===== src/design/qpsg_pkg.sv =====
// Package: constants, correction tables and shared types for the phase schedule generator.
`default_nettype none

package qpsg_pkg;

  localparam int PHASE_BITS = 32;
  localparam int CORR_LEN   = 71;
  localparam int ECHO_W     = 10;
  localparam int OUT_W      = PHASE_BITS + 1;
  localparam int CORR_IDX_W = $clog2(CORR_LEN);

  localparam longint unsigned XCORR_DEN = 200000;
  localparam longint unsigned RCORR_DEN = 100000;

  localparam logic [PHASE_BITS-1:0] STEP_D = PHASE_BITS'(
    ((longint'(161) <<< (PHASE_BITS + 1)) + 843) / (2 * 843));
  localparam logic [PHASE_BITS-1:0] STEP_INIT = PHASE_BITS'(
    ((longint'(1165) <<< (PHASE_BITS + 1)) + 3372) / (2 * 3372));
  localparam logic [PHASE_BITS-1:0] PHASE_HALF = PHASE_BITS'(longint'(1) <<< (PHASE_BITS - 1));

  typedef logic [PHASE_BITS-1:0] phase_tbl_t [CORR_LEN];

  localparam int CORR_K [CORR_LEN] = '{
    -2376, -2515, -6971, -2034, 4780, -4694, -10170, -3567, 2410, 4447,
    8831, 4056, 3200, -1339, -1842, -5396, -7111, -5064, -5032, -3439,
    -3182, -461, 1491, 974, 3490, 3166, 4383, 1516, 1695, 960,
    -437, -1279, -1294, -418, -780, -1405, 213, -675, -285, -2021,
    -396, -1423, -1819, -1700, -920, -318, -782, 477, 1699, 1377,
    1885, 1458, 2836, 535, 849, -242, 145, -1608, -1692, -1521,
    -1479, -2158, -1574, -1012, -503, -1184, 42, 270, 595, 0, 0
  };

  function automatic logic [PHASE_BITS-1:0] x_turns(int k);
    longint unsigned mag;
    longint unsigned q;
    mag = (k < 0) ? longint'(-k) : longint'(k);
    q = ((mag << (PHASE_BITS + 1)) + XCORR_DEN) / (2 * XCORR_DEN);
    return (k < 0) ? PHASE_BITS'(-q) : PHASE_BITS'(q);
  endfunction

  function automatic logic [PHASE_BITS-1:0] r_turns(int k);
    longint unsigned mag;
    longint unsigned q;
    mag = (k < 0) ? longint'(-k) : longint'(k);
    q = ((mag << (PHASE_BITS + 1)) + RCORR_DEN) / (2 * RCORR_DEN);
    return (k < 0) ? PHASE_BITS'(-q) : PHASE_BITS'(q);
  endfunction

  localparam logic [PHASE_BITS-1:0] BIAS = r_turns(CORR_K[0]);

  // Last entry carries the bias alone.
  function automatic phase_tbl_t build_x_tbl();
    phase_tbl_t t;
    for (int i = 0; i < CORR_LEN - 1; i++) begin
      t[i] = x_turns(CORR_K[i] + CORR_K[i+1]) - BIAS;
    end
    t[CORR_LEN-1] = PHASE_BITS'(0) - BIAS;
    return t;
  endfunction

  function automatic phase_tbl_t build_r_tbl();
    phase_tbl_t t;
    for (int i = 0; i < CORR_LEN - 1; i++) begin
      t[i] = r_turns(CORR_K[i+1]) - BIAS;
    end
    t[CORR_LEN-1] = PHASE_BITS'(0) - BIAS;
    return t;
  endfunction

  localparam phase_tbl_t X_TBL = build_x_tbl();
  localparam phase_tbl_t R_TBL = build_r_tbl();

  typedef struct packed {
    logic [PHASE_BITS-1:0] phase;
    logic [PHASE_BITS-1:0] step;
    logic [ECHO_W-1:0]     echo;
    logic                  last;
    logic [CORR_IDX_W-1:0] corr_idx;
  } echo_ctx_t;

endpackage

`default_nettype wire


===== src/design/qpsg_out_stage.sv =====
// Output stage: applies corrections, centers phases and holds the result item.
`default_nettype none

module qpsg_out_stage
  import qpsg_pkg::*;
(
  input  wire logic             clk,
  input  wire logic             rst_n,
  input  wire logic             ctx_valid,
  input  wire echo_ctx_t        ctx,
  output logic                  ctx_ready,
  output logic                  out_valid,
  input  wire logic             out_stall,
  output logic signed [OUT_W-1:0] out_refocus_phase,
  output logic signed [OUT_W-1:0] out_excite_phase,
  output logic [ECHO_W-1:0]     out_echo_index,
  output logic                  out_last
);

  logic                    valid_r;
  logic [OUT_W-1:0]        refocus_r, refocus_nxt;
  logic [OUT_W-1:0]        excite_r, excite_nxt;
  logic [ECHO_W-1:0]       echo_r;
  logic                    last_r;
  logic [PHASE_BITS-1:0]   r_val;
  logic [PHASE_BITS-1:0]   x_val;

  assign ctx_ready = !valid_r || !out_stall;

  always_comb begin
    r_val = ctx.phase + R_TBL[ctx.corr_idx];
    x_val = ctx.phase - ctx.step + X_TBL[ctx.corr_idx];
    refocus_nxt = {(r_val > PHASE_HALF), r_val};
    excite_nxt  = {(x_val > PHASE_HALF), x_val};
  end

  always_ff @(posedge clk) begin
    if (!rst_n) begin
      valid_r <= 1'b0;
    end else if (ctx_ready) begin
      valid_r <= ctx_valid;
    end
    if (ctx_ready && ctx_valid) begin
      refocus_r <= refocus_nxt;
      excite_r  <= excite_nxt;
      echo_r    <= ctx.echo;
      last_r    <= ctx.last;
    end
  end

  assign out_valid         = valid_r;
  assign out_refocus_phase = refocus_r;
  assign out_excite_phase  = excite_r;
  assign out_echo_index    = echo_r;
  assign out_last          = last_r;

endmodule

`default_nettype wire


===== src/design/quadratic_phase_schedule_generator.sv =====
// Top level: quadratic phase schedule generator with echo accumulators and output stage.
//
//   channel  | handshake              | payload
//   ---------+------------------------+------------------------------------------
//   in_      | in_valid / in_stall    | in_restart
//   out_     | out_valid / out_stall  | out_refocus_phase, out_excite_phase,
//            |                        | out_echo_index, out_last
//   cfg_     | cfg_we                 | cfg_wdata (train_length)
//
// One echo per clock while the output does not stall; an accepted item passes through
// the context register, then the result register, before it is shown on the output.
// The phase and step accumulators each close through one register, which sets the rate.
// Reset loads train_length 64, step to D/2 + 1/4, phase 0, echo 0; no clearing pass.
// A stall on the output holds the result register; the context register still
// takes an item while it is empty or while the result register is free or being read.
`default_nettype none

module quadratic_phase_schedule_generator
  import qpsg_pkg::*;
(
  input  wire logic               clk,
  input  wire logic               rst_n,
  input  wire logic               cfg_we,
  input  wire logic [ECHO_W-1:0]  cfg_wdata,
  input  wire logic               in_valid,
  output logic                    in_stall,
  input  wire logic               in_restart,
  output logic                    out_valid,
  input  wire logic               out_stall,
  output logic signed [OUT_W-1:0] out_refocus_phase,
  output logic signed [OUT_W-1:0] out_excite_phase,
  output logic [ECHO_W-1:0]       out_echo_index,
  output logic                    out_last
);

  logic [ECHO_W-1:0]     train_len_r;
  logic [PHASE_BITS-1:0] step_r, step_nxt;
  logic [PHASE_BITS-1:0] phase_r, phase_nxt;
  logic [ECHO_W-1:0]     echo_r, echo_nxt;
  logic                  s1_valid_r;
  echo_ctx_t             s1_ctx_r, s1_ctx_nxt;

  logic                  st_ready;
  logic                  accept;
  logic [PHASE_BITS-1:0] base_step;
  logic [PHASE_BITS-1:0] base_phase;
  logic [ECHO_W-1:0]     base_echo;
  logic [ECHO_W-1:0]     len_eff;
  logic [PHASE_BITS-1:0] sum_phase;
  logic                  is_last;

  assign in_stall = s1_valid_r && !st_ready;
  assign accept   = in_valid && !in_stall;

  always_comb begin
    base_step  = in_restart ? STEP_INIT : step_r;
    base_phase = in_restart ? '0 : phase_r;
    base_echo  = in_restart ? '0 : echo_r;
    len_eff    = (train_len_r == '0) ? ECHO_W'(1) : train_len_r;
    sum_phase  = base_phase + {base_step[PHASE_BITS-2:0], 1'b0};
    is_last    = ({1'b0, base_echo} + (ECHO_W+1)'(1)) >= {1'b0, len_eff};

    s1_ctx_nxt.phase    = sum_phase;
    s1_ctx_nxt.step     = base_step;
    s1_ctx_nxt.echo     = base_echo;
    s1_ctx_nxt.last     = is_last;
    s1_ctx_nxt.corr_idx = (!is_last && base_echo < ECHO_W'(CORR_LEN - 1))
                          ? base_echo[CORR_IDX_W-1:0] : CORR_IDX_W'(CORR_LEN - 1);

    if (is_last) begin
      step_nxt  = STEP_INIT;
      phase_nxt = '0;
      echo_nxt  = '0;
    end else begin
      step_nxt  = base_step + STEP_D;
      phase_nxt = sum_phase;
      echo_nxt  = base_echo + ECHO_W'(1);
    end
  end

  always_ff @(posedge clk) begin
    if (!rst_n) begin
      train_len_r <= ECHO_W'(64);
      step_r      <= STEP_INIT;
      phase_r     <= '0;
      echo_r      <= '0;
      s1_valid_r  <= 1'b0;
    end else begin
      if (cfg_we) begin
        train_len_r <= cfg_wdata;
      end
      if (accept) begin
        step_r     <= step_nxt;
        phase_r    <= phase_nxt;
        echo_r     <= echo_nxt;
        s1_valid_r <= 1'b1;
      end else if (st_ready) begin
        s1_valid_r <= 1'b0;
      end
    end
    if (accept) begin
      s1_ctx_r <= s1_ctx_nxt;
    end
  end

  qpsg_out_stage u_out_stage (
    .clk               (clk),
    .rst_n             (rst_n),
    .ctx_valid         (s1_valid_r),
    .ctx               (s1_ctx_r),
    .ctx_ready         (st_ready),
    .out_valid         (out_valid),
    .out_stall         (out_stall),
    .out_refocus_phase (out_refocus_phase),
    .out_excite_phase  (out_excite_phase),
    .out_echo_index    (out_echo_index),
    .out_last          (out_last)
  );

  a_stall_needs_item: assert property (@(posedge clk) disable iff (!rst_n)
    in_stall |-> s1_valid_r) else $error("input stalled with empty context stage");

  a_accept_fills: assert property (@(posedge clk) disable iff (!rst_n)
    accept |=> s1_valid_r) else $error("accepted item missing from context stage");

  a_restart_echo0: assert property (@(posedge clk) disable iff (!rst_n)
    (accept && in_restart) |=> (s1_ctx_r.echo == '0))
    else $error("restart did not start at echo 0");

  a_echo_bound: assert property (@(posedge clk) disable iff (!rst_n)
    echo_r != '1) else $error("echo counter out of range");

  a_last_resets: assert property (@(posedge clk) disable iff (!rst_n)
    (accept && is_last) |=> (echo_r == '0 && phase_r == '0))
    else $error("accumulators not reinitialized after last echo");

endmodule

`default_nettype wire

===== config.mk =====
export PLATFORM = sky130hd
export DESIGN_NAME = quadratic_phase_schedule_generator
export DESIGN_NICKNAME = d
export VERILOG_FILES = /design/src/design/qpsg_pkg.sv /design/src/design/qpsg_out_stage.sv /design/src/design/quadratic_phase_schedule_generator.sv
export SDC_FILE = /design/constraint.sdc
export NUM_CORES = 1
export LEC_CHECK = 0
export BUFFER_PORTS_ARGS = -buffer_cell sky130_fd_sc_hd__buf_2
export CAP_MARGIN = 30
export CORE_MARGIN = 1.5
export CORE_UTILIZATION = 38
export CTS_BUF_LIST = sky130_fd_sc_hd__clkbuf_8
export DETAILED_ROUTE_END_ITERATION = 8
export HOLD_SLACK_MARGIN = 0.12
export PLACE_DENSITY_LB_ADDON = 0.05
export SLEW_MARGIN = 20
export SYNTH_ARGS = -nofsm -noshare
export SYNTH_HDL_FRONTEND = slang
export SYNTH_HIERARCHICAL = 1
export SYNTH_SLANG_ARGS = --single-unit

===== constraint.sdc =====
create_clock -name clk -period 10.84 [get_ports clk]
set_input_delay 3.252 -clock clk [delete_from_list [all_inputs] [get_ports clk]]
set_output_delay 3.252 -clock clk [all_outputs]
set_load 0.01 [all_outputs]

Word level (Yosys, flattened, before mapping)
Memories as Yosys holds them, arrays and structs flattened.
Cells that the tools add are included.
- bits in read-only memories: 8192
- output and inout bits: 79
- bits in latches: 0
- register bits: 245
- memories: 2
- memory bits (writable): 0
- shifts and indexed selects: 0
- bitwise logic cells: 1
- equality and inequality tests: 0
- reductions and logical operators: 12
- div/mod/pow operators: 0
- magnitude comparators: 5
- $add $sub $neg: 7
- multiply operators: 0
- multiplexer cells: 13
- memory list (memory ; depth ; bits a word ; rd ports ; clocked after Yosys merged registers in ; wr ports ; RTL line ; RTL):
    (name not given) ; 128 ; 32 ; 1 ; 0 ; 0 ; qpsg_out_stage.sv:31 ; r_val = ctx.phase + R_TBL[ctx.corr_idx];
    (name not given) ; 128 ; 32 ; 1 ; 0 ; 0 ; qpsg_out_stage.sv:32 ; x_val = ctx.phase - ctx.step + X_TBL[ctx.corr_idx];
- operators by type and width (operator ; count):
    two-way mux 32 bit ; 8
    adder 32 bit ; 3
    > comparator 32 bit (second input constant) ; 2
    adder 32 x 30 -> 32 bit (second input constant) ; 1
    subtractor 32 bit ; 1
    two-way mux 10 bit ; 3
    adder 10 x 1 -> 11 bit (second input constant) ; 1
    greater-or-equal comparator 11 x 10 -> 1 bit ; 1
    adder 10 x 1 -> 10 bit (second input constant) ; 1
    logical NOT 10 bit ; 1
    < comparator 10 x 7 -> 1 bit (second input constant) ; 1
    greater-or-equal comparator 8 bit (second input constant) ; 1
    inverter 7 -> 8 bit ; 1
    logical NOT 1 bit ; 5
    logical AND 1 bit ; 4
    two-way mux 1 bit ; 2
    nonzero test 2 bit ; 1
    logical OR 1 bit ; 1

Depth between registers and ports, before layout
Gate-level depths: netlist (run 1).
- depth after elaboration: 7
- mapped depth: 25
- depth with buffers taken out: 22

Modules after synthesis
Netlist (run 1), hierarchy kept.
- by module, submodules not included (module ; instances ; cells each ; area an instance (µm²)):
    qpsg_out_stage ; 1 ; 1600 ; 11763.8
    quadratic_phase_schedule_generator ; 1 ; 854 ; 8364.3

Least setup slack after synthesis (run 1)
Ideal clock, no wire load.
- path kind: input -> register
- start point: in out_stall
- end point: reg step_r[11]
- data arrival time: 6873 ps
- stages on the path: 8
- setup slack: 3842 ps
- required time: 10715 ps
- cell sequence: nand2_1 nand2b_1 nand2_1 inv_1 clkbuf_1 buf_1 o21ai_0 o211ai_1
- cells in the longest elaborated chain, start to end: 6
- RTL lines (element ; RTL line ; RTL):
    start: declaration ; quadratic_phase_schedule_generator.sv:29 ; input wire logic out_stall,
    logical NOT 1 bit ; qpsg_out_stage.sv:28 ; assign ctx_ready = !valid_r || !out_stall;
    logical OR 1 bit ; qpsg_out_stage.sv:28 ;
    logical NOT 1 bit ; quadratic_phase_schedule_generator.sv:52 ; assign in_stall = s1_valid_r && !st_ready;
    logical AND 1 bit ; quadratic_phase_schedule_generator.sv:52 ;
    logical NOT 1 bit ; quadratic_phase_schedule_generator.sv:53 ; assign accept = in_valid && !in_stall;
    logical AND 1 bit ; quadratic_phase_schedule_generator.sv:53 ;
    via accept ; quadratic_phase_schedule_generator.sv:44 ; logic accept;
    end signal: assignment ; quadratic_phase_schedule_generator.sv:93 ; step_r <= step_nxt;
    end: declaration ; quadratic_phase_schedule_generator.sv:37 ; logic [PHASE_BITS-1:0] step_r, step_nxt;
The timed path passes the listed nets, and every way through them passes these cells.
A chain may end at the register's enable or synchronous reset.

Final worst setup path (run 1)
- start point: reg s1_ctx_r[0] (netlist name)
- end point: reg u_out_stage.excite_r[32], in the netlist u_out_stage/out_excite_phase[32] (data pin)
- cells in the longest elaborated chain, start to end: 6
- RTL lines (element ; RTL line ; RTL):
    start: declaration ; quadratic_phase_schedule_generator.sv:41 ; echo_ctx_t s1_ctx_r, s1_ctx_nxt;
    start signal: assignment ; quadratic_phase_schedule_generator.sv:102 ; s1_ctx_r <= s1_ctx_nxt;
    inverter 7 -> 8 bit (not written as such) ; qpsg_out_stage.sv:32 ;
    memory read (128 x 32 bit) ; - ;
    two-way mux 32 bit (not written as such) (2 in a row) ; qpsg_out_stage.sv:32 ;
    adder 32 bit ; qpsg_out_stage.sv:32 ;
    via u_out_stage.excite_nxt[20] ; qpsg_out_stage.sv:22 ; logic [OUT_W-1:0] excite_r, excite_nxt;
    > comparator 32 bit ; qpsg_out_stage.sv:34 ; excite_nxt = {(x_val > PHASE_HALF), x_val};
    via u_out_stage.excite_nxt[32] ; qpsg_out_stage.sv:22 ;
    end signal: assignment ; qpsg_out_stage.sv:45 ; excite_r <= excite_nxt;
    end: declaration ; qpsg_out_stage.sv:22 ;
The timed path passes the listed nets, and every way through them passes these cells. The select of a mux whose other input is x is not followed.

==> results.txt, run 1 <==
----------------------------------------------------
[Global routing]
  Largest net degree at the start of global routing ... around 150
  Initial antenna violation count ... 1
  Vias in the first global route ... 18.6k
  GRT Util Overall ... 0.304
  Wire length of the first global-routing pass ... between 100000 and 150000 um
  Sum of overflow across all layers after global routing ... 0

[Timing]
  Final max-slew violation count ... 0
  RSZ-0062 raised after global routing ... false
  FMAX ... between 100 and 150 MHz
  Number of failing setup endpoints in the final timing report ... 0
  Worst rel slew slack ... 0.282
  PnR worst setup slack ... around 2700 ps
  Final worst path period share ... 0.753
  Sum of negative setup slack ... 0 ps
  Actual slew at the worst max-slew pin ... 1050 ps
  Post-layout min period ... 8170 ps
  Hold Fails Final Rpt ... 0
  Worst-case clock skew ... between 40 and 50 ps

[Place]
  Final estimated routing congestion in global placement ... 1.05
  Placed wire-length estimate after detailed placement ... roughly 63000 um
  Pre-CTS setup slack ... 2920 ps
  Quantity of I/O buffers inserted on ports ... 94
  Post-placement cell count ... 3116

[Detailed routing]
  Final Routed Wirelength ... 83800 um
  Number of remaining DRC errors ... 0
  Initial detailed-routing violation count ... 2583
  Vias/cell ... 6.23
  WL per Instance ... around 26 um
  Detailed-route via count ... roughly 20k
  Remaining antenna violation count ... 0
  Count of TritonRoute iterations in the first routing pass ... 7

[Hold path]
  Source of the worst hold timing path ... s1_ctx_r[13]$_DFFE_PP_
  Worst hold-check path type ... flop to flop
  Hold endpoint ... u_out_stage/out_echo_index[5]$_DFFE_PP_
  Cells on Worst Hold Path ... 0

[Setup path]
  Crit-path leading delay family ... compound AO/OA/AOI/OAI gates
  Maximum fanout encountered on the critical timing path ... 34
  R2r endpoint ... u_out_stage/out_excite_phase[32]$_DFFE_PP_
  Series of cell instances along the critical path ... buf_4 > clkinv_1 > ha_1 > buf_4 > nand2b_1 > o21ai_0 > o21ai_0 > a221oi_1 > o31ai_1 > fa_1 > ha_1 > and3_1 > a31oi_1 > o21ai_0 > a21boi_0 > xnor2_1 > or4b_2 > nor4_1 > a21boi_1
  Crit path largest cell delay ... 960 ps
  Bufs and invs on worst path ... 3
  Worst EP required ... 11190 ps
  Critical register-to-register path startpoint ... s1_ctx_r[0]$_SDFFCE_PN0P_
  Sort of element at the end of the critical path ... flop
  Top cell by count, worst path ... sky130_fd_sc_hd__o21ai_0
  Slack of the worst reg-to-reg path ... about 2700 ps
  Critical path startpoint category ... flop
  Crit path DAT ... 8520 ps
  Highest-delay cell along the critical path ... sky130_fd_sc_hd__o21ai_0
  Critical path type ... flop to flop
  R2R depth ... 19

[Clocking]
  Level count of the clock H-tree ... 2
  Post-CTS setup buffer count ... 0
  Cell chosen for the clock root ... sky130_fd_sc_hd__clkbuf_8
  Clock tree from TritonCTS ... yes
  Clock sink total ... 245
  Number of hold buffers added after CTS ... 0
  CTS buffer count ... 45
  Post-CTS resize count ... 0
  Clock-pin slew of the registers on the worst-case setup and hold paths ... 60 ps
  Clock Latency Late Sink ... between 600 and 700 ps
  Maximum number of buffers from clock root to sink ... 3

[Synth]
  Share of async-settable or async-resettable flops after synthesis ... 0
  Synthesized Nets ... 2628
  Number of flops mapped to enable cells by yosys ... 159
  Prevailing post-synth register cell ... sky130_fd_sc_hd__edfxtp_1
  Number of unique standard cell types used by synthesis ... 83
  Flip-flop and latch count after synthesis ... 245
  Share of the yosys chip area belonging to registers ... 0.323
  Synthesized instance count ... around 2.5k
  Netlist area before placement ... 20100 um^2
  Synth Area per Inst ... 8.20 um^2
  Synthesis Warnings ... 6

[Layout]
  Final core utilization ... 0.420
  Nets ... 2650
  Layout area overhead ... 9.54%
  Share of post-route cells with drive strength above 1 ... 0.0956
  Leading cell type in the layout, fill and taps excluded ... sky130_fd_sc_hd__nand2_1
  Leading cell types in the layout, fill and taps excluded ... sky130_fd_sc_hd__nand2_1, sky130_fd_sc_hd__a21oi_1, sky130_fd_sc_hd__nor2_1
  Non-filler cells, final ... 3200

[Die]
  Horizontal die dimension ... 233 um
  Count of boundary I/O pins ... 95
  DIE HEIGHT ... between 200 and 250 um
  DIE AREA ... around 54000 um^2
  Num rows ... 84
  Effective utilization at floorplan ... 0.384
  Area of the placeable core ... 52400 um^2

[Status]
  Status ... finished clean

[Power]
  Areal power density over the cells ... 155 nW/um^2
  Static Leak ... 8.67 nW
  Highest ir drop seen on vdd ... roughly 110 uV

[Job]
  Count of max-cap constraint violations ... 0

----------------------------------------------------
worst register-to-register path, stage by stage, from the launching register on:
cell and delay, ps:
sky130_fd_sc_hd__edfxtp_1 320, sky130_fd_sc_hd__buf_4 410, sky130_fd_sc_hd__clkinv_1 720, sky130_fd_sc_hd__ha_1 450, sky130_fd_sc_hd__buf_4 240, sky130_fd_sc_hd__nand2b_1 500, sky130_fd_sc_hd__o21ai_0 960, sky130_fd_sc_hd__o21ai_0 240
sky130_fd_sc_hd__a221oi_1 410, sky130_fd_sc_hd__o31ai_1 190, sky130_fd_sc_hd__fa_1 490, sky130_fd_sc_hd__ha_1 360, sky130_fd_sc_hd__and3_1 270, sky130_fd_sc_hd__a31oi_1 130, sky130_fd_sc_hd__o21ai_0 670, sky130_fd_sc_hd__a21boi_0 240
sky130_fd_sc_hd__xnor2_1 200, sky130_fd_sc_hd__or4b_2 690, sky130_fd_sc_hd__nor4_1 340, sky130_fd_sc_hd__a21boi_1 100
report_power, final:
part | switching [mW] | internal, mW | total (mW)
Combinational | 0.884 | 0.478 | 1.36
Sequential | 0.0492 | 1.13 | 1.18
Clock | 0.410 | 0.472 | 0.882
stage by stage:
stage               area, um^2  total power, mW  hold slack (ps)
floorplan                20100             2.10              400
global placement         21200             2.54              404
detailed placement       21200             2.53              405
CTS                      22000             3.43              417
global route             22000             3.62              420
finish                   22000             3.43              415
final cells by class:
cell class	instances	area (um^2)
diodes	1	2.50
inverters	117	442
clock inverters	36	253
repair buffers	133	769
multi-input cells	1934	12600
flip-flops and latches	245	6500
well taps	688	861
clock buffers	46	633
fillers	5380	30400
Yosys cell counts, drive strengths merged (38+ instances only):
master,count,area share
nand2,259,0.048
a21oi,253,0.063
nor2,195,0.036
o21ai,189,0.047
edfxtp,159,0.24
ha,125,0.078
clkbuf,124,0.023
inv,112,0.021
dfxtp,86,0.086
nand3,82,0.020
nor2b,62,0.019
nor3,61,0.015
xnor2,58,0.025
a31oi,56,0.017
o211ai,43,0.016
xor2,38,0.017
metal layers:
layer,wire length (um),vias to the layer above,track usage
met5,134,-,0
met4,4280,2,0.144
met3,7580,202,0.0571
met2,35100,1080,0.446
met1,36700,9536,0.429
li1,-,9129,-
how the worst max path moves through the flow:
stage                         startpoint  depth (start not counted)                                    endpoint
6_report       s1_ctx_r[0]$_SDFFCE_PN0P_                         19  u_out_stage/out_excite_phase[32]$_DFFE_PP_
4_1_cts        s1_ctx_r[1]$_SDFFCE_PN1P_                         21  u_out_stage/out_excite_phase[32]$_DFFE_PP_
5_1_grt        s1_ctx_r[0]$_SDFFCE_PN0P_                         21  u_out_stage/out_excite_phase[32]$_DFFE_PP_
3_5_place_dp   s1_ctx_r[1]$_SDFFCE_PN1P_                         21  u_out_stage/out_excite_phase[32]$_DFFE_PP_
2_1_floorplan                  out_stall                          8                     step_r[11]$_SDFFE_PN1P_
3_3_place_gp   s1_ctx_r[0]$_SDFFCE_PN0P_                         21  u_out_stage/out_excite_phase[32]$_DFFE_PP_
cell families after synthesis:
logic type | synth area share
compound gates | 0.270
mux | 0.0148
flops | 0.323
fa+ha+maj | 0.111
xor+xnor | 0.0418
simple gates | 0.188
buf+inv | 0.0519
sequential cells by signal (all words and copies together), names as in the netlist:
register	cells
echo_r	10
phase_r	32
s1_ctx_r	82
s1_valid_r	1
step_r	32
train_len_r	10
u_out_stage/out_echo_index	10
u_out_stage/out_excite_phase	33
u_out_stage/out_last	1
u_out_stage/out_refocus_phase	33
u_out_stage/out_valid	1
Power figures use the tool's default switching activity.
==> inputs of run 2 (changes only) <==
- clock period: 10.84 -> 8.6 ns (I/O delays scaled with it)
==> run 2 against run 1 <==
Against the previous run: global-route usage rose by 1.3 points; utilization increased by 0.35 points; clock skew down 6.0 ps; maximum frequency rose by 17%; worst hold slack better by 11 ps; critical path type unchanged.
==> results.txt, run 2 (same netlist as run 1, synthesis figures left out) <==
----------------------------------------------------
[Setup path]
  Maximum fanout encountered on the critical timing path ... 26 (-24%)
  Cell count along the critical path ... 20 (+1)
  Sort of element at the end of the critical path ... flop
  Critical Path End ... u_out_stage/out_excite_phase[32]$_DFFE_PP_
  Launch point of the worst path ... s1_ctx_r[1]$_SDFFCE_PN1P_
  Crit-path leading delay family ... simple AND/OR/NAND/NOR gates
  Series of cell instances along the critical path ... buf_4 > ha_1 > clkinv_1 > nand2_1 > a31oi_1 > a21oi_1 > o221ai_1 > o211ai_1 > o21ai_0 > fa_1 > ha_1 > a211oi_2 > nor2_1 > xor2_1 > or4_1 > or4_1 > or4_1 > or4b_1 > nor4_1 > a21boi_1
  Worst EP required ... 8950 ps (-2240 ps)
  R2R depth ... 20 (+1)
  Critical path startpoint category ... flop
  Critical register-to-register path startpoint ... s1_ctx_r[1]$_SDFFCE_PN1P_
  Bufs and invs on worst path ... 2 (-1)
  Slack of the worst reg-to-reg path ... 1610 ps (-1070 ps)
  R2r endpoint ... u_out_stage/out_excite_phase[32]$_DFFE_PP_
  Crit path largest cell delay ... 540 ps (-420 ps)
  Critical path type ... flop to flop
  Highest-delay cell along the critical path ... sky130_fd_sc_hd__fa_1
  Crit path DAT ... 7340 ps (-1180 ps)
  Top cell by count, worst path ... sky130_fd_sc_hd__or4_1

[Clocking]
  Cell chosen for the clock root ... sky130_fd_sc_hd__clkbuf_8
  Post-CTS setup buffer count ... 0 (unchanged)
  Clock sink total ... 245 (unchanged)
  Post-CTS resize count ... 0 (unchanged)
  Number of hold buffers added after CTS ... 0 (unchanged)
  CTS buffer count ... 42 (-6.7%)
  Clock Latency Late Sink ... 620 ps (about the same)
  Maximum number of buffers from clock root to sink ... 3 (unchanged)
  Clock tree from TritonCTS ... yes
  Clock-pin slew of the registers on the worst-case setup and hold paths ... 60 ps (about the same)
  Level count of the clock H-tree ... 2 (unchanged)

[Global routing]
  GRT Util Overall ... 0.318 (+0.0135)
  Largest net degree at the start of global routing ... 157 (+3.3%)
  Vias in the first global route ... 18.8k (+0.78%)
  Initial antenna violation count ... 2 (+1)
  Sum of overflow across all layers after global routing ... 0 (unchanged)
  Wire length of the first global-routing pass ... 127000 um (+3.3%)

[Layout]
  Non-filler cells, final ... 3216 (+0.50%)
  Leading cell types in the layout, fill and taps excluded ... sky130_fd_sc_hd__nand2_1, sky130_fd_sc_hd__a21oi_1, sky130_fd_sc_hd__nor2_1
  Final design instance area without fill ... 22200 um^2 (+0.83%)
  Final-layout fill cell count ... 5294 (-1.6%)
  Largest register by flop count ... s1_ctx_r
  Number of flip-flops under the largest register name ... 82 (unchanged)
  Leading cell type in the layout, fill and taps excluded ... sky130_fd_sc_hd__nand2_1
  Share of post-route cells with drive strength above 1 ... 0.102 (+0.00616)
  Layout area overhead ... 10.4%
  Area occupied by registers ... 6500 um^2 (unchanged)
  Area of the multi-input gates ... 12600 um^2 (unchanged)
  Nets ... 2667 (+0.64%)

[Timing]
  Number of failing setup endpoints in the final timing report ... 0 (unchanged)
  FMAX ... 143 MHz (+17%)
  Worst rel slew slack ... 0.324 (+0.0428)
  Hold Fails Final Rpt ... 0 (unchanged)
  Final max-slew violation count ... 0 (unchanged)
  RSZ-0062 raised after global routing ... false
  Post-layout min period ... 6990 ps (-1170 ps)
  Final worst path period share ... 0.813 (+0.0597)
  Actual slew at the worst max-slew pin ... 1010 ps (-44.7 ps)
  Sum of negative setup slack ... 0 ps (unchanged)
  Post-route worst hold slack ... 426 ps (+10.7 ps)
  Worst-case clock skew ... 37.9 ps (-6.01 ps)

[Die]
  DIE AREA ... 54400 um^2 (unchanged)
  Area of the placeable core ... 52400 um^2 (unchanged)
  Effective utilization at floorplan ... 0.384 (unchanged)
  Num rows ... 84 (unchanged)
  Count of boundary I/O pins ... 95 (unchanged)
  Horizontal die dimension ... 233 um (unchanged)
  DIE HEIGHT ... 233 um (unchanged)

[Status]
  Status ... finished clean

[Place]
  Final estimated routing congestion in global placement ... 1.07 (+2.0%)
  Total placed instance area ... 21400 um^2 (+0.98%)
  Post-placement cell count ... 3137 (+0.67%)
  Quantity of I/O buffers inserted on ports ... 94 (unchanged)
  Placed wire-length estimate after detailed placement ... 67100 um (+7.3%)

[Detailed routing]
  Final Routed Wirelength ... 87400 um (+4.3%)
  Remaining antenna violation count ... 0 (unchanged)
  WL per Instance ... 27.2 um (+3.8%)
  Detailed-route via count ... 20.0k (+0.26%)
  Initial detailed-routing violation count ... 2660 (+3.0%)
  Vias/cell ... 6.22 (-0.24%)
  Number of remaining DRC errors ... 0 (unchanged)
  Count of TritonRoute iterations in the first routing pass ... 6 (-1)

[Job]
  Count of max-cap constraint violations ... 0 (unchanged)

[Power]
  Static Leak ... 8.78 nW (+1.2%)
  Power after layout ... 4.31 mW (+26%)
  Areal power density over the cells ... 194 nW/um^2 (+25%)
  Highest ir drop seen on vdd ... 143 uV (+32%)

[Hold path]
  Worst hold-check path type ... flop to flop

----------------------------------------------------
==> run 2: cell types whose count changed in the layout (fill, tap and decap cells not counted), sizes merged <==
cell,previous run,this run
clkinvlp,0,1
clkbuf,46,48
bufinv,3,2
inv,124,128
clkinv,26,15
diode,1,2
buf,133,153
==> run 2: worst min path at each step <==
stage / from / end / slack [ps] / cells after the start
after global placement: s1_ctx_r[16]$_DFFE_PP_ / u_out_stage/out_echo_index[8]$_DFFE_PP_ / 410 / 0
after floorplan: s1_ctx_r[8]$_DFFE_PP_ / u_out_stage/out_echo_index[0]$_DFFE_PP_ / 400 / 0
final: s1_ctx_r[14]$_DFFE_PP_ / u_out_stage/out_echo_index[6]$_DFFE_PP_ / 430 / 0
after detailed placement: s1_ctx_r[14]$_DFFE_PP_ / u_out_stage/out_echo_index[6]$_DFFE_PP_ / 410 / 0
after CTS: s1_ctx_r[14]$_DFFE_PP_ / u_out_stage/out_echo_index[6]$_DFFE_PP_ / 430 / 0
after global routing: s1_ctx_r[15]$_DFFE_PP_ / u_out_stage/out_echo_index[7]$_DFFE_PP_ / 440 / 0
==> run 2: report_power, final <==
part | internal, mW | switching [mW] | total, mW
logic | 0.613 | 1.14 | 1.75
registers | 1.43 | 0.0633 | 1.49
clock network | 0.579 | 0.491 | 1.07
==> run 2: layout make-up <==
cell class / instances / area share
inverters: 117 / 0.0199
well taps: 688 / 0.0387
clock inverters: 29 / 0.00917
diodes: 2 / 0.000225
clock buffers: 48 / 0.0297
multi-input cells: 1934 / 0.566
flip-flops and latches: 245 / 0.292
repair buffers: 153 / 0.0437
==> run 2: per-layer routing <==
metal / part of all wire / vias up / track usage
li1: - / 9138 / -
met1: 0.44 / 9661 / 0.444
met2: 0.41 / 1005 / 0.460
met3: 0.092 / 195 / 0.0708
met4: 0.054 / 2 / 0.155
met5: 0.00010 / - / 0
==> run 2: worst register-to-register path: stages (launching register included) <==
cell,delay [ps]
sky130_fd_sc_hd__edfxtp_1,350
sky130_fd_sc_hd__buf_4,350
sky130_fd_sc_hd__ha_1,420
sky130_fd_sc_hd__clkinv_1,470
sky130_fd_sc_hd__nand2_1,340
sky130_fd_sc_hd__a31oi_1,260
sky130_fd_sc_hd__a21oi_1,200
sky130_fd_sc_hd__o221ai_1,140
sky130_fd_sc_hd__o211ai_1,210
sky130_fd_sc_hd__o21ai_0,340
sky130_fd_sc_hd__fa_1,550
sky130_fd_sc_hd__ha_1,370
sky130_fd_sc_hd__a211oi_2,310
sky130_fd_sc_hd__nor2_1,100
sky130_fd_sc_hd__xor2_1,160
sky130_fd_sc_hd__or4_1,460
sky130_fd_sc_hd__or4_1,390
sky130_fd_sc_hd__or4_1,440
sky130_fd_sc_hd__or4b_1,530
sky130_fd_sc_hd__nor4_1,260
sky130_fd_sc_hd__a21boi_1,90
==> run 2: per-stage QoR <==
step	setup WS, ps	utilization
floorplan	2270	-
global placement	1680	0.407
detailed placement	1770	0.407
CTS	1750	0.424
global route	1280	0.424
finish	1610	0.424
==> inputs of run 3 (changes only) <==
- ABC_AREA: unset -> 1
- clock period: 8.6 -> 7.1 ns (I/O delays scaled with it)
==> run 3 against run 2 <==
Against the previous run: clock power rose by 27%; flip-flop and latch count unchanged; area after synthesis is 15% higher; sequential power increased by 19%; setup slack worse by 750 ps; critical path type unchanged; largest cell class unchanged.
==> results.txt, run 3 <==
----------------------------------------------------
[Global routing]
  Vias in the first global route ... 24.1k (+28%)
  Sum of overflow across all layers after global routing ... 0 (unchanged)
  Largest net degree at the start of global routing ... 95 (-39%)
  Initial antenna violation count ... 7 (+5)
  Wire length of the first global-routing pass ... 162000 um (+28%)
  GRT Util Overall ... 0.354 (+0.0362)

[Clocking]
  Clock Latency Late Sink ... 650 ps (+30 ps)
  Clock-pin slew of the registers on the worst-case setup and hold paths ... 60 ps (about the same)
  Post-CTS resize count ... 0 (unchanged)
  CTS buffer count ... 44 (+4.8%)
  Clock tree from TritonCTS ... yes
  Level count of the clock H-tree ... 2 (unchanged)
  Cell chosen for the clock root ... sky130_fd_sc_hd__clkbuf_8
  Number of hold buffers added after CTS ... 0 (unchanged)
  Clock sink total ... 245 (unchanged)
  Post-CTS setup buffer count ... 0 (unchanged)
  Maximum number of buffers from clock root to sink ... 3 (unchanged)

[Synth]
  Synth Area per Inst ... 6.38 um^2 (-22%)
  Prevailing post-synth register cell ... sky130_fd_sc_hd__edfxtp_1
  Flip-flop and latch count after synthesis ... 245 (unchanged)
  Synthesis Warnings ... 6 (unchanged)
  Share of async-settable or async-resettable flops after synthesis ... 0 (unchanged)
  Synthesized Nets ... 3792 (+44%)
  Netlist area before placement ... 23100 um^2 (+15%)
  Area share of the largest cell type after synthesis ... 0.207 (-0.0303)
  Top cells by count, synth ... sky130_fd_sc_hd__nand2_1, sky130_fd_sc_hd__inv_1, sky130_fd_sc_hd__nor2_1
  Post-synthesis cell type with the largest combined area ... sky130_fd_sc_hd__edfxtp_1
  Most common cell in the synthesized netlist ... sky130_fd_sc_hd__nand2_1
  Synthesized instance count ... 3618 (+47%)
  Number of flops mapped to enable cells by yosys ... 159 (unchanged)
  Number of unique standard cell types used by synthesis ... 65 (-22%)
  Share of the yosys chip area belonging to registers ... 0.282 (-0.0412)
  Top area cells in the synthesized netlist ... sky130_fd_sc_hd__edfxtp_1, sky130_fd_sc_hd__nand2_1, sky130_fd_sc_hd__inv_1

[Detailed routing]
  Number of remaining DRC errors ... 0 (unchanged)
  Detailed-route via count ... 25.4k (+27%)
  WL per Instance ... 24.3 um (-11%)
  Remaining antenna violation count ... 0 (unchanged)
  Count of TritonRoute iterations in the first routing pass ... 7 (+1)
  Vias/cell ... 5.51 (-11%)
  Final Routed Wirelength ... 112000 um (+28%)
  Initial detailed-routing violation count ... 2803 (+5.4%)

[Power]
  Switching part of the total ... 0.441 (+0.0484)
  Clock Power Share ... 0.234 (-0.014)
  Cell internal pwr ... 3.24 mW (+23%)
  Share of total power in combinational logic ... 0.460 (+0.054)
  Sequential power share ... 0.306 (-0.040)
  Switching power ... 2.55 mW (+51%)
  Highest ir drop seen on vdd ... 159 uV (+11%)
  Static Leak ... 13.2 nW (+50%)
  Areal power density over the cells ... 224 nW/um^2 (+15%)

[Hold path]
  Worst hold-check path type ... flop to flop

[Layout]
  Leading cell types in the layout, fill and taps excluded ... sky130_fd_sc_hd__nand2_1, sky130_fd_sc_hd__inv_1, sky130_fd_sc_hd__nor2_1
  Number of flip-flops under the largest register name ... 82 (unchanged)
  Leading cell type in the layout, fill and taps excluded ... sky130_fd_sc_hd__nand2_1
  Nets ... 3949 (+48%)
  Non-filler cells, final ... 4598 (+43%)
  Layout area overhead ... 11.9%
  Final-layout fill cell count ... 6504 (+23%)
  Final core utilization ... 0.429 (+0.00559)
  Area occupied by registers ... 6500 um^2 (unchanged)
  Share of post-route cells with drive strength above 1 ... 0.104 (+0.00243)
  Area of the multi-input gates ... 13500 um^2 (+7.2%)
  Largest register by flop count ... s1_ctx_r

[Timing]
  RSZ-0062 raised after global routing ... false
  Sum of negative setup slack ... 0 ps (unchanged)
  Worst-case clock skew ... 42.7 ps (+4.73 ps)
  Post-route worst hold slack ... 413 ps (-12.5 ps)
  PnR worst setup slack ... 853 ps (-755 ps)
  Actual slew at the worst max-slew pin ... 1010 ps (+4.97 ps)
  Post-layout min period ... 6250 ps (-745 ps)
  Final worst path period share ... 0.880 (+0.0668)
  Final max-slew violation count ... 0 (unchanged)
  FMAX ... 160 MHz (+12%)
  Number of failing setup endpoints in the final timing report ... 0 (unchanged)
  Hold Fails Final Rpt ... 0 (unchanged)
  Worst rel slew slack ... 0.322 (-0.00272)

[Setup path]
  Highest-delay cell along the critical path ... sky130_fd_sc_hd__edfxtp_1
  Critical Path End ... u_out_stage/out_refocus_phase[32]$_DFFE_PP_
  Critical register-to-register path startpoint ... s1_ctx_r[0]$_SDFFCE_PN0P_
  R2R depth ... 25 (+25%)
  Slack of the worst reg-to-reg path ... 850 ps (-750 ps)
  Critical path type ... flop to flop
  Critical path startpoint category ... flop
  Top cell by count, worst path ... sky130_fd_sc_hd__nand2_1
  Launch point of the worst path ... s1_ctx_r[0]$_SDFFCE_PN0P_
  R2r endpoint ... u_out_stage/out_refocus_phase[32]$_DFFE_PP_
  Worst EP required ... 7510 ps (-1440 ps)
  Maximum fanout encountered on the critical timing path ... 15 (-42%)
  Crit path largest cell delay ... 740 ps (+200 ps)
  Crit path DAT ... 6650 ps (-690 ps)
  Sort of element at the end of the critical path ... flop

[Die]
  Effective utilization at floorplan ... 0.384 (about the same)
  Num rows ... 90 (+7.1%)
  Area of the placeable core ... 60100 um^2 (+15%)
  DIE HEIGHT ... 249 um (+7.0%)
  Horizontal die dimension ... 249 um (+7.0%)
  DIE AREA ... 62200 um^2 (+14%)
  Count of boundary I/O pins ... 95 (unchanged)

[Place]
  Quantity of I/O buffers inserted on ports ... 94 (unchanged)
  Final estimated routing congestion in global placement ... 1.16 (+7.7%)
  Pre-CTS setup slack ... 1120 ps (-649 ps)
  Post-placement cell count ... 4511 (+44%)
  Placed wire-length estimate after detailed placement ... 90300 um (+35%)

[Job]
  Count of max-cap constraint violations ... 0 (unchanged)

[Status]
  Status ... finished clean

----------------------------------------------------
[run 3: cell count changes after synthesis, moves of 46 or more]
cell / delta
sky130_fd_sc_hd__nand2_1: +880
sky130_fd_sc_hd__inv_1: +560
sky130_fd_sc_hd__nor2_1: +165
sky130_fd_sc_hd__nand3_1: +99
sky130_fd_sc_hd__clkbuf_1: -73
sky130_fd_sc_hd__o21ai_0: -70
sky130_fd_sc_hd__nor2b_1: -62
sky130_fd_sc_hd__a21oi_1: -46
sky130_fd_sc_hd__xnor2_1: -46
[run 3: metrics by stage]
step / power (mW) / area [um^2]
finish: 5.79 / 25800
global route: 6.13 / 25800
CTS: 5.76 / 25800
detailed placement: 4.38 / 24900
global placement: 4.39 / 24900
floorplan: 3.36 / 23100
[run 3: logic make-up after synthesis]
logic type | synth area share
AO/OA/AOI/OAI | 0.127
buffers and inverters | 0.134
adder cells (fa/ha/maj) | 0.0964
XOR/XNOR | 0.0175
flip-flops | 0.282
AND/OR/NAND/NOR | 0.344
[run 3: how the worst min path moves through the flow]
stage / startpoint / endpoint / depth (start not counted)
final: s1_ctx_r[17]$_DFFE_PP_ / u_out_stage/out_echo_index[9]$_DFFE_PP_ / 0
after global routing: s1_ctx_r[10]$_DFFE_PP_ / u_out_stage/out_echo_index[2]$_DFFE_PP_ / 0
after CTS: s1_ctx_r[17]$_DFFE_PP_ / u_out_stage/out_echo_index[9]$_DFFE_PP_ / 0
after detailed placement: s1_ctx_r[14]$_DFFE_PP_ / u_out_stage/out_echo_index[6]$_DFFE_PP_ / 0
after global placement: s1_ctx_r[17]$_DFFE_PP_ / u_out_stage/out_echo_index[9]$_DFFE_PP_ / 0
after floorplan: s1_ctx_r[8]$_DFFE_PP_ / u_out_stage/out_echo_index[0]$_DFFE_PP_ / 0
[run 3: power groups by stage]
stage	logic (mW)	clock network, mW	registers (mW)
2_1_floorplan	1.55	0	1.81
3_3_place_gp	2.60	0	1.79
3_5_place_dp	2.58	0	1.80
4_1_cts	2.59	1.40	1.77
5_1_grt	2.89	1.46	1.78
6_report	2.66	1.36	1.77
[run 3: layout make-up]
| cell class | instances | share of cell area |
|---|---|---|
| antenna | 5 | 0.000484 |
| sequential | 245 | 0.252 |
| clock inverter | 34 | 0.00853 |
| timing repair buffer | 204 | 0.0524 |
| inverter | 693 | 0.101 |
| multi-input combinational | 2587 | 0.523 |
| tap | 782 | 0.0379 |
| clock buffer | 48 | 0.0256 |
[run 3: critical path, delay by kind of cell, from the launching register on]
| family | cells | cell delay (ps) |
|---|---|---|
| buffers and inverters | 5 | 810 |
| AND/OR/NAND/NOR | 15 | 2320 |
| flip-flops | 1 | 740 |
| adder cells (fa/ha/maj) | 2 | 790 |
| AO/OA/AOI/OAI | 3 | 1370 |
[run 3: routing by layer]
metal,global-route usage,vias up,wire (um)
li1,-,11841,-
met1,0.470,11996,48100
met2,0.543,1263,47600
met3,0.0977,246,11000
met4,0.141,4,4870
met5,0,-,24
